[src/chunked_body_decoder_macros.svh]
// Assertion macros shared by the chunked body decoder RTL.
`ifndef CHUNKED_BODY_DECODER_MACROS_SVH
`define CHUNKED_BODY_DECODER_MACROS_SVH

// Same-cycle implication, disabled in reset.
`define CBD_ASSERT_NOW(label, clk, rst, ante, cons) \
   label: assert property (@(posedge clk) disable iff (rst) (ante) |-> (cons)) \
      else $error("chunked body decoder: assertion failed");

// Next-cycle implication, disabled in reset.
`define CBD_ASSERT_NEXT(label, clk, rst, ante, cons) \
   label: assert property (@(posedge clk) disable iff (rst) (ante) |=> (cons)) \
      else $error("chunked body decoder: assertion failed");

`endif

[src/cbd_pkg.sv]
// Constants and result codes for the chunked body decoder.
`timescale 1ns / 1ps
package cbd_pkg;

   localparam int SIZE_BITS   = 32;
   localparam int LINE_BUFFER = 64;
   localparam int LINE_W      = $clog2(LINE_BUFFER);

   localparam logic [7:0] CH_CR    = 8'h0D;
   localparam logic [7:0] CH_LF    = 8'h0A;
   localparam logic [7:0] CH_SPACE = 8'h20;
   localparam logic [7:0] CH_TAB   = 8'h09;
   localparam logic [7:0] CH_SEMI  = 8'h3B;

   typedef enum logic [1:0] {
      KIND_NONE = 2'd0,
      KIND_DATA = 2'd1,
      KIND_DONE = 2'd2,
      KIND_ERR  = 2'd3
   } kind_type;

   typedef struct packed {
      logic       valid;
      logic [3:0] value;
   } hex_type;

   function automatic hex_type hex_decode(input logic [7:0] c);
      hex_type h;
      h.valid = 1'b1;
      h.value = 4'd0;
      if (c >= 8'h30 && c <= 8'h39) begin
         h.value = 4'(c - 8'h30);
      end else if (c >= 8'h61 && c <= 8'h66) begin
         h.value = 4'(c - 8'h57);
      end else if (c >= 8'h41 && c <= 8'h46) begin
         h.value = 4'(c - 8'h37);
      end else begin
         h.valid = 1'b0;
      end
      return h;
   endfunction

endpackage

[src/chunked_body_decoder.sv]
// Chunked transfer body decoder: size-line parser, payload pass-through, trailer check.
//
//  channel  direction  tdata               tuser              tlast
//  req_     in         [7:0] in_byte       -                  final_byte
//  rsp_     out        [7:0] payload_byte  [1:0] result_kind  -
//
// One byte per cycle while rsp_ is not stalled; each input transaction gives one registered result in the next cycle.
// The parser state and the result register update in the same cycle; the result
// register acts as the output stage, so a new byte is taken while the consumer drains.
// A stall on rsp_ holds req_tready low until the result is taken.
// reset (synchronous) returns to the size-line phase with all counts cleared.
`timescale 1ns / 1ps
`include "chunked_body_decoder_macros.svh"

module chunked_body_decoder (
   input  logic       clock,
   input  logic       reset,
   input  logic       req_tvalid,
   output logic       req_tready,
   input  logic [7:0] req_tdata,   // [7:0] in_byte
   input  logic       req_tlast,   // final_byte
   output logic       rsp_tvalid,
   input  logic       rsp_tready,
   output logic [7:0] rsp_tdata,   // [7:0] payload_byte
   output logic [1:0] rsp_tuser    // [1:0] result_kind
);
   import cbd_pkg::*;

   typedef enum logic [2:0] {
      PH_LINE = 3'd0,
      PH_DATA = 3'd1,
      PH_TCR  = 3'd2,
      PH_TLF  = 3'd3,
      PH_DONE = 3'd4,
      PH_ERR  = 3'd5
   } phase_type;

   phase_type             phase_ff,   phase_in;
   logic [SIZE_BITS-1:0]  size_ff,    size_in;
   logic [LINE_W-1:0]     len_ff,     len_in;
   logic                  crp_ff,     crp_in;
   logic                  begun_ff,   begun_in;
   logic                  stopped_ff, stopped_in;
   logic                  rsp_valid_ff;
   kind_type              rsp_kind_ff, kind_in;
   logic [7:0]            rsp_data_ff, pay_in;
   logic                  accept;
   hex_type               hex;

   assign req_tready = !rsp_valid_ff || rsp_tready;
   assign accept     = req_tvalid && req_tready;
   assign rsp_tvalid = rsp_valid_ff;
   assign rsp_tdata  = rsp_data_ff;
   assign rsp_tuser  = rsp_kind_ff;
   assign hex        = hex_decode(req_tdata);

   always_comb begin
      logic [LINE_W:0] ln;
      logic            st;
      logic            fail;
      phase_in   = phase_ff;
      size_in    = size_ff;
      len_in     = len_ff;
      crp_in     = crp_ff;
      begun_in   = begun_ff;
      stopped_in = stopped_ff;
      kind_in    = KIND_NONE;
      pay_in     = '0;
      ln         = {1'b0, len_ff};
      st         = stopped_ff;
      fail       = 1'b0;
      case (phase_ff)
         PH_LINE: begin
            if (crp_ff && req_tdata == CH_LF) begin
               if (size_ff == '0) begin
                  kind_in  = KIND_DONE;
                  phase_in = PH_DONE;
               end else if (req_tlast) begin
                  kind_in  = KIND_ERR;
                  phase_in = PH_ERR;
               end else begin
                  phase_in = PH_DATA;
               end
            end else begin
               // lone CR counts as a line byte and stops digit collection
               if (crp_ff) begin
                  ln = ln + 1'b1;
                  st = 1'b1;
                  if (ln >= (LINE_W+1)'(LINE_BUFFER)) fail = 1'b1;
               end
               crp_in = (req_tdata == CH_CR);
               if (req_tdata != CH_CR && !fail) begin
                  ln = ln + 1'b1;
                  if (ln >= (LINE_W+1)'(LINE_BUFFER)) begin
                     fail = 1'b1;
                  end else if (!st) begin
                     if (!begun_ff && (req_tdata == CH_SPACE || req_tdata == CH_TAB)) begin
                        st = 1'b0;
                     end else if (!hex.valid) begin
                        st = 1'b1;
                     end else if (size_ff[SIZE_BITS-1 -: 4] != 4'd0) begin
                        fail = 1'b1;
                     end else begin
                        size_in  = {size_ff[SIZE_BITS-5:0], hex.value};
                        begun_in = 1'b1;
                     end
                  end
               end
               len_in     = ln[LINE_W-1:0];
               stopped_in = st;
               if (fail || req_tlast) begin
                  kind_in  = KIND_ERR;
                  phase_in = PH_ERR;
               end
            end
         end
         PH_DATA: begin
            if (req_tlast) begin
               kind_in  = KIND_ERR;
               phase_in = PH_ERR;
            end else begin
               kind_in = KIND_DATA;
               pay_in  = req_tdata;
               size_in = size_ff - 1'b1;
               if (size_ff == SIZE_BITS'(1)) phase_in = PH_TCR;
            end
         end
         PH_TCR: begin
            if (req_tdata != CH_CR || req_tlast) begin
               kind_in  = KIND_ERR;
               phase_in = PH_ERR;
            end else begin
               phase_in = PH_TLF;
            end
         end
         PH_TLF: begin
            if (req_tdata != CH_LF || req_tlast) begin
               kind_in  = KIND_ERR;
               phase_in = PH_ERR;
            end else begin
               phase_in   = PH_LINE;
               size_in    = '0;
               len_in     = '0;
               crp_in     = 1'b0;
               begun_in   = 1'b0;
               stopped_in = 1'b0;
            end
         end
         PH_DONE, PH_ERR: begin
            phase_in = phase_ff;
         end
         default: begin
            kind_in  = KIND_ERR;
            phase_in = PH_ERR;
         end
      endcase
      // end of body: next byte starts a fresh one
      if (req_tlast) begin
         phase_in   = PH_LINE;
         size_in    = '0;
         len_in     = '0;
         crp_in     = 1'b0;
         begun_in   = 1'b0;
         stopped_in = 1'b0;
      end
   end

   always_ff @(posedge clock) begin
      if (reset) begin
         phase_ff     <= PH_LINE;
         size_ff      <= '0;
         len_ff       <= '0;
         crp_ff       <= 1'b0;
         begun_ff     <= 1'b0;
         stopped_ff   <= 1'b0;
         rsp_valid_ff <= 1'b0;
      end else begin
         if (accept) begin
            phase_ff     <= phase_in;
            size_ff      <= size_in;
            len_ff       <= len_in;
            crp_ff       <= crp_in;
            begun_ff     <= begun_in;
            stopped_ff   <= stopped_in;
            rsp_valid_ff <= 1'b1;
         end else if (rsp_tready) begin
            rsp_valid_ff <= 1'b0;
         end
      end
      if (accept) begin
         rsp_kind_ff <= kind_in;
         rsp_data_ff <= pay_in;
      end
   end

   `CBD_ASSERT_NOW(a_data_size_nonzero, clock, reset, phase_ff == PH_DATA, size_ff != '0)
   `CBD_ASSERT_NEXT(a_last_resets, clock, reset, accept && req_tlast, phase_ff == PH_LINE && size_ff == '0 && len_ff == '0)
   `CBD_ASSERT_NOW(a_payload_only_data, clock, reset, rsp_valid_ff && rsp_kind_ff != KIND_DATA, rsp_data_ff == 8'd0)

endmodule

[config.mk]
export PLATFORM = sky130hd
export DESIGN_NAME = chunked_body_decoder
export DESIGN_NICKNAME = d
export VERILOG_FILES = /design/src/cbd_pkg.sv /design/src/chunked_body_decoder.sv
export VERILOG_INCLUDE_DIRS = /design/src /design/src/src
export SDC_FILE = /design/constraint.sdc
export NUM_CORES = 1
export LEC_CHECK = 0
export BUFFER_PORTS_ARGS = -buffer_cell sky130_fd_sc_hd__buf_2
export CAP_MARGIN = 5
export CORE_ASPECT_RATIO = 0.6
export CORE_MARGIN = 8
export CORE_UTILIZATION = 60
export DETAILED_ROUTE_END_ITERATION = 16
export GPL_TIMING_DRIVEN = 0
export PLACE_DENSITY = 0.79
export SLEW_MARGIN = 20
export SYNTH_ARGS = -nofsm -noshare
export SYNTH_HDL_FRONTEND = slang
export SYNTH_SLANG_ARGS = --single-unit
export TNS_END_PERCENT = 10
[constraint.sdc]
create_clock -name clock -period 3.65 [get_ports clock]
set_input_delay 0.1825 -clock clock [delete_from_list [all_inputs] [get_ports clock]]
set_output_delay 0.1825 -clock clock [all_outputs]
set_load 0.1 [all_outputs]
# Word level (Yosys, flattened, before mapping)
# Index checks and enable logic that the tools add are counted.
[classes] n_addsub=6 mux=78 bitwise=1 n_lt_le_gt_ge=8 eq_ne=23 reduce_logical=27
[ops] operator="32-bit two-way mux" n=9
[ops] operator="32-bit case mux with 3 select lines" n=1
[ops] operator="1-bit two-way mux" n=38
[ops] operator="32-bit by 1-bit equality test with 1-bit output, second input constant" n=1
[ops] operator="32-bit zero test" n=1
[ops] operator="32-bit by 1-bit subtractor with 32-bit output, second input constant" n=1
[ops] operator="3-bit inequality test, second input constant" n=9
[ops] operator="8-bit by 4-bit equality test with 1-bit output, second input constant" n=3
[ops] operator="6-bit two-way mux" n=4
[ops] operator="3-bit two-way mux" n=7
[ops] operator="7-bit two-way mux" n=3
[ops] operator="10-bit AND reduction" n=2
[ops] operator="8-bit by 7-bit >= comparator with 1-bit output, second input constant" n=2
[ops] operator="8-bit by 7-bit less-or-equal comparator with 1-bit output, second input constant" n=2
[ops] operator="8-bit by 4-bit inequality test with 1-bit output, second input constant" n=2
[ops] operator="3-bit case mux with 5 select lines" n=1
[ops] operator="7-bit >= comparator, second input constant" n=2
[ops] operator="2-bit two-way mux" n=7
[ops] operator="4-bit two-way mux" n=3
[ops] operator="6-bit case mux with 2 select lines" n=1
[ops] operator="2-bit case mux with 5 select lines" n=1
[ops] operator="8-bit by 6-bit equality test with 1-bit output, second input constant" n=1
[ops] operator="8-bit by 6-bit >= comparator with 1-bit output, second input constant" n=1
[ops] operator="8-bit by 6-bit less-or-equal comparator with 1-bit output, second input constant" n=1
[ops] operator="20 further kinds" n=40
[totals] register_bits=55 output_inout_bits=12

# Depth between registers and ports, before layout
[depth] word_depth=19 depth_mapped=10

# Worst setup path after synthesis
# OpenSTA, ideal clock, no wires.
[synth_path] path_type="reg-to-reg" from="register rsp_valid_ff, in the netlist rsp_tvalid" to="register size_ff[10]" path_stages_with_launch=9 path_buffers=2 setup_slack_ps=236 t_arrival_ps=3280 path_cell_list="dfxtp_1 nand2b_1 nand2_1 clkinv_1 and2_1 buf_1 nand2_1 clkbuf_1 o31ai_1"
[synth_between] elab_chain_len=4
[synth_lines] element="start, declared" line_no="chunked_body_decoder.sv:44" rtl="logic rsp_valid_ff;"
[synth_lines] element="start signal, assigned" line_no="chunked_body_decoder.sv:176" rtl="rsp_valid_ff <= 1'b0;"
[synth_lines] element="start signal, assigned" line_no="chunked_body_decoder.sv:185" rtl="rsp_valid_ff <= 1'b1;"
[synth_lines] element="start signal, assigned" line_no="chunked_body_decoder.sv:187" rtl="rsp_valid_ff <= 1'b0;"
[synth_lines] element="1-bit zero test" line_no="chunked_body_decoder.sv:50" rtl="assign req_tready = !rsp_valid_ff || rsp_tready;"
[synth_lines] element="1-bit logical OR" line_no="chunked_body_decoder.sv:50"
[synth_lines] element="via req_tready" line_no="chunked_body_decoder.sv:19" rtl="output logic req_tready,"
[synth_lines] element="1-bit logical AND" line_no="chunked_body_decoder.sv:51" rtl="assign accept = req_tvalid && req_tready;"
[synth_lines] element="via accept" line_no="chunked_body_decoder.sv:47" rtl="logic accept;"
[synth_lines] element="10-bit AND reduction (no line)"
[synth_lines] element="end signal, assigned" line_no="chunked_body_decoder.sv:180" rtl="size_ff <= size_in;"
[synth_lines] element="end, declared" line_no="chunked_body_decoder.sv:39" rtl="logic [SIZE_BITS-1:0] size_ff, size_in;"
# The timed path passes the listed nets, and every way through them passes these cells.
# A chain may end at the register's enable or synchronous reset.

# Worst setup path in the final report
[layout_path] from="register crp_ff" to="register size_ff[28]"
[layout_between] elab_chain_len=7
[layout_lines] element="start, declared" line_no="chunked_body_decoder.sv:41" rtl="logic crp_ff, crp_in;"
[layout_lines] element="start signal, assigned" line_no="chunked_body_decoder.sv:182" rtl="crp_ff <= crp_in;"
[layout_lines] element="7-bit two-way mux / 1-bit two-way mux (equally long branches)" line_no="chunked_body_decoder.sv:86" rtl="if (crp_ff) begin"
[layout_lines] element="7-bit two-way mux / 1-bit two-way mux (equally long branches)" line_no="chunked_body_decoder.sv:74" rtl="if (crp_ff && req_tdata == CH_LF) begin"
[layout_lines] element="7-bit two-way mux / 1-bit two-way mux (equally long branches)" line_no="chunked_body_decoder.sv:72" rtl="case (phase_ff)"
[layout_lines] element="7-bit by 1-bit adder with 7-bit output / 1-bit zero test (equally long branches)" line_no="chunked_body_decoder.sv:93, chunked_body_decoder.sv:92"
[layout_lines] element="7-bit >= comparator / 1-bit logical AND (equally long branches)" line_no="chunked_body_decoder.sv:94, chunked_body_decoder.sv:92"
[layout_lines] element="3-bit inequality test (no line)"
[layout_lines] element="10-bit AND reduction (no line) (*)"
# Mark *: on every way between the ends. The rest lies on a longest branch, timed or not. The select of a mux whose other input is x is not followed.

==> impl_metrics.ini <==
[yosys]
async_flop_share = 0
synth_top_cell_area_share = 0.241
synth_edf_count = 10
yosys_most_used_dff = dfxtp_1
ys_warn_count = 0
yosysSeqAreaShare = 0.322
synth_area_leader_cell = dfxtp_1
netlist_top_cells_area = dfxtp_1, edfxtp_1, a21oi_1, nor2_1, a22oi_1
synth.distinct_cells = 66
synth.avg_cell_area_um2 = 7.92
synth_area_mm2 = 0.00373
synthCells = 471
synthesis.nets = 492
synth-seq-cells = 55

[sta]
tightestPinTransition_ps = 825
drv_slew = 0
worst_hold_slack_ps = 91.5
slew_headroom = 0.441
setup_slack_ps = 537
hold_viol_final = 0
finalSetupViolations = 0
post-route-period-util = 0.853
fmax_mhz = 321
rsz0062_at_grt = no
tns_ps = 0
fin_crit_ps = 3110
worst_clock_skew_ps = 15.0

[floorplanning]
placeableCoreArea_mm2 = 0.00606
ios = 25
dieArea_mm2 = 0.00908
die_x_um = 118
row_count = 22
initial_core_util = 0.616
die_h_um = 77.1

[global_route]
grt_pass1_wl_mm = 18.9
grt_start_max_net_pins = 18
first_global_vias = 3661
grt-ovfl-total = 0
grt_antenna_before_repair = 0
track_usage = 0.250

[clocking]
numCtsBuffers = 5
clkTransAtPathRegs_ps = 100
h-tree-depth = 2
cts_buffer_depth = 2
cts_resized = 0
clock_sinks = 55
cts_tree = yes
postCtsHoldBufs = 0
clock_latency_ps = 330
post_cts_buffers = 0
cts-root-buf = clkbuf_8

[detailed_routing]
via_per_inst = 6.93
vias = 4062
wl_per_cell_um = 19.9
wirelength_mm = 11.7
drtIter0Drc = 760
first_pass_iters = 6
drc = 0
ant_nets = 0

[critical_path]
crit_type = reg -> reg
reg2reg_slack_ps = 540
critPathMaxFanout = 10
cp-end-kind = flop
crit_arrival_ps = 3350
critPathLaunchType = flop
cp.required_ps = 3890

[final_layout]
fin_nets = 522
fill_cells = 531
final_common_cell = a21oi_1
diodes = 0
drive_gt1_frac = 0.0857
mostFrequentLayoutCells = a21oi_1, dfxtp_1, nor2_1, buf_2, clkbuf_1
final_cells = 586
area_delta_synth_final_pct = 8.51

[power_and_ir_drop]
p_leak_nw = 1.44
clkPwrFrac = 0.254
total_power_w = 0.00153
power_frac_seq = 0.444
p_comb_frac = 0.302
p_int_w = 0.000935
vdd_ir_drop_max_v = 0.000248
p_sw_w = 0.000595
p_per_area_mw_per_mm2 = 378
swShare = 0.389

[min_path]
min_path_type = in -> reg

[placement]
dp_slack_ps = 661
dp.cells = 578
dp_hpwl_mm = 8.32
port_buffers = 23
routabilityCongestion = 0.972

[flow_run]
drv_cap = 0

[status]
status = finished clean
-- cell type report --
type | count | area [um^2] | share of cell area
clock inverter | 2 | 15.0 | 0.00371
buffer | 35 | 139 | 0.0343
inverter | 16 | 60.1 | 0.0148
tap | 84 | 105 | 0.0260
clock buffer | 6 | 82.6 | 0.0204
multi-input combinational | 365 | 2330 | 0.576
sequential | 55 | 1200 | 0.297
timing repair buffer | 23 | 115 | 0.0284
-- final timing paths --
kind | start | end | cells after the start
max reg2reg | crp_ff$_SDFFE_PP0P_ | size_ff[28]$_SDFFE_PP0P_ | 10
min | req_tvalid | rsp_tvalid$_SDFFE_PP0P_ | 3
min reg2reg | begun_ff$_SDFFE_PP0P_ | begun_ff$_SDFFE_PP0P_ | 2
max | crp_ff$_SDFFE_PP0P_ | size_ff[28]$_SDFFE_PP0P_ | 10
-- critical path: stages (launching register included) --
cell and delay (ps):
dfxtp_1 320, clkbuf_1 310, clkbuf_1 470, xor2_1 200, ha_1 190, o211ai_1 120, nor3_1 430, o31a_1 330
nor2_1 100, clkbuf_1 270, a211oi_1 280
-- synth_stat cells, types with 2 or more instances --
| cell | instances |
|---|---|
| nor4_1 | 15 |
| buf_2 | 6 |
| edfxtp_1 | 10 |
| nor3_1 | 21 |
| nand2b_1 | 4 |
| or4_1 | 2 |
| a22oi_1 | 18 |
| dfxtp_1 | 45 |
| a32oi_1 | 2 |
| o2111ai_1 | 2 |
| o31ai_1 | 17 |
| o21ai_0 | 24 |
| a22o_1 | 2 |
| o32ai_1 | 2 |
| mux2i_1 | 2 |
| ha_1 | 8 |
| nand2_1 | 25 |
| a31oi_1 | 8 |
| and2_1 | 3 |
| nor3b_1 | 2 |
| and3_1 | 6 |
| xor2_1 | 13 |
| o211ai_1 | 5 |
| o311ai_0 | 9 |
| o21bai_1 | 3 |
| clkbuf_1 | 28 |
| nand3_1 | 17 |
| a211oi_1 | 16 |
| nor2_1 | 40 |
| a21oi_1 | 48 |
| nor2b_1 | 4 |
| a21o_1 | 2 |
| xnor2_1 | 6 |
| nand4_1 | 7 |
| inv_1 | 15 |
| or3_1 | 4 |
-- layer usage --
metal	vias to the layer above	GRT usage	wire (um)	part of all wire
li1	1873	-	-	-
met3	20	0.0694	1600	0.14
met2	294	0.351	4750	0.41
met1	1875	0.359	5190	0.44
met4	0	0.0699	139	0.012
met5	-	0	0	0
-- registers in the layout (all words and copies together) (netlist names) --
register	count
stopped_ff	1
begun_ff	1
phase_ff	3
len_ff	6
size_ff	32
crp_ff	1
rsp_tdata	8
rsp_tuser	2
rsp_tvalid	1
-- power groups by stage --
stage / logic (W) / clock network (W) / registers [W]
after detailed placement: 0.000445 / 0 / 0.000691
final: 0.000462 / 0.000389 / 0.000679
after global routing: 0.000502 / 0.000403 / 0.000683
after CTS: 0.000447 / 0.000384 / 0.000678
after floorplan: 0.000286 / 0 / 0.000736
after global placement: 0.000439 / 0 / 0.000691
-- metrics by stage --
stage | area (um^2) | utilization
final | 4050 | 0.669
after global routing | 4050 | 0.669
after CTS | 4050 | 0.669
after detailed placement | 3950 | 0.653
after global placement | 3950 | 0.653
after floorplan | 3730 | -
-- kinds of logic after synthesis --
family,synth area share
and+or+nand+nor,0.235
AOI/OAI and AO/OA,0.313
muxes,0.00536
DFF,0.322
adders and majority gates,0.0268
xor gates and xnor gates,0.0446
buffers and inverters,0.0533
Note: power is estimated with default switching activity, not from simulation.
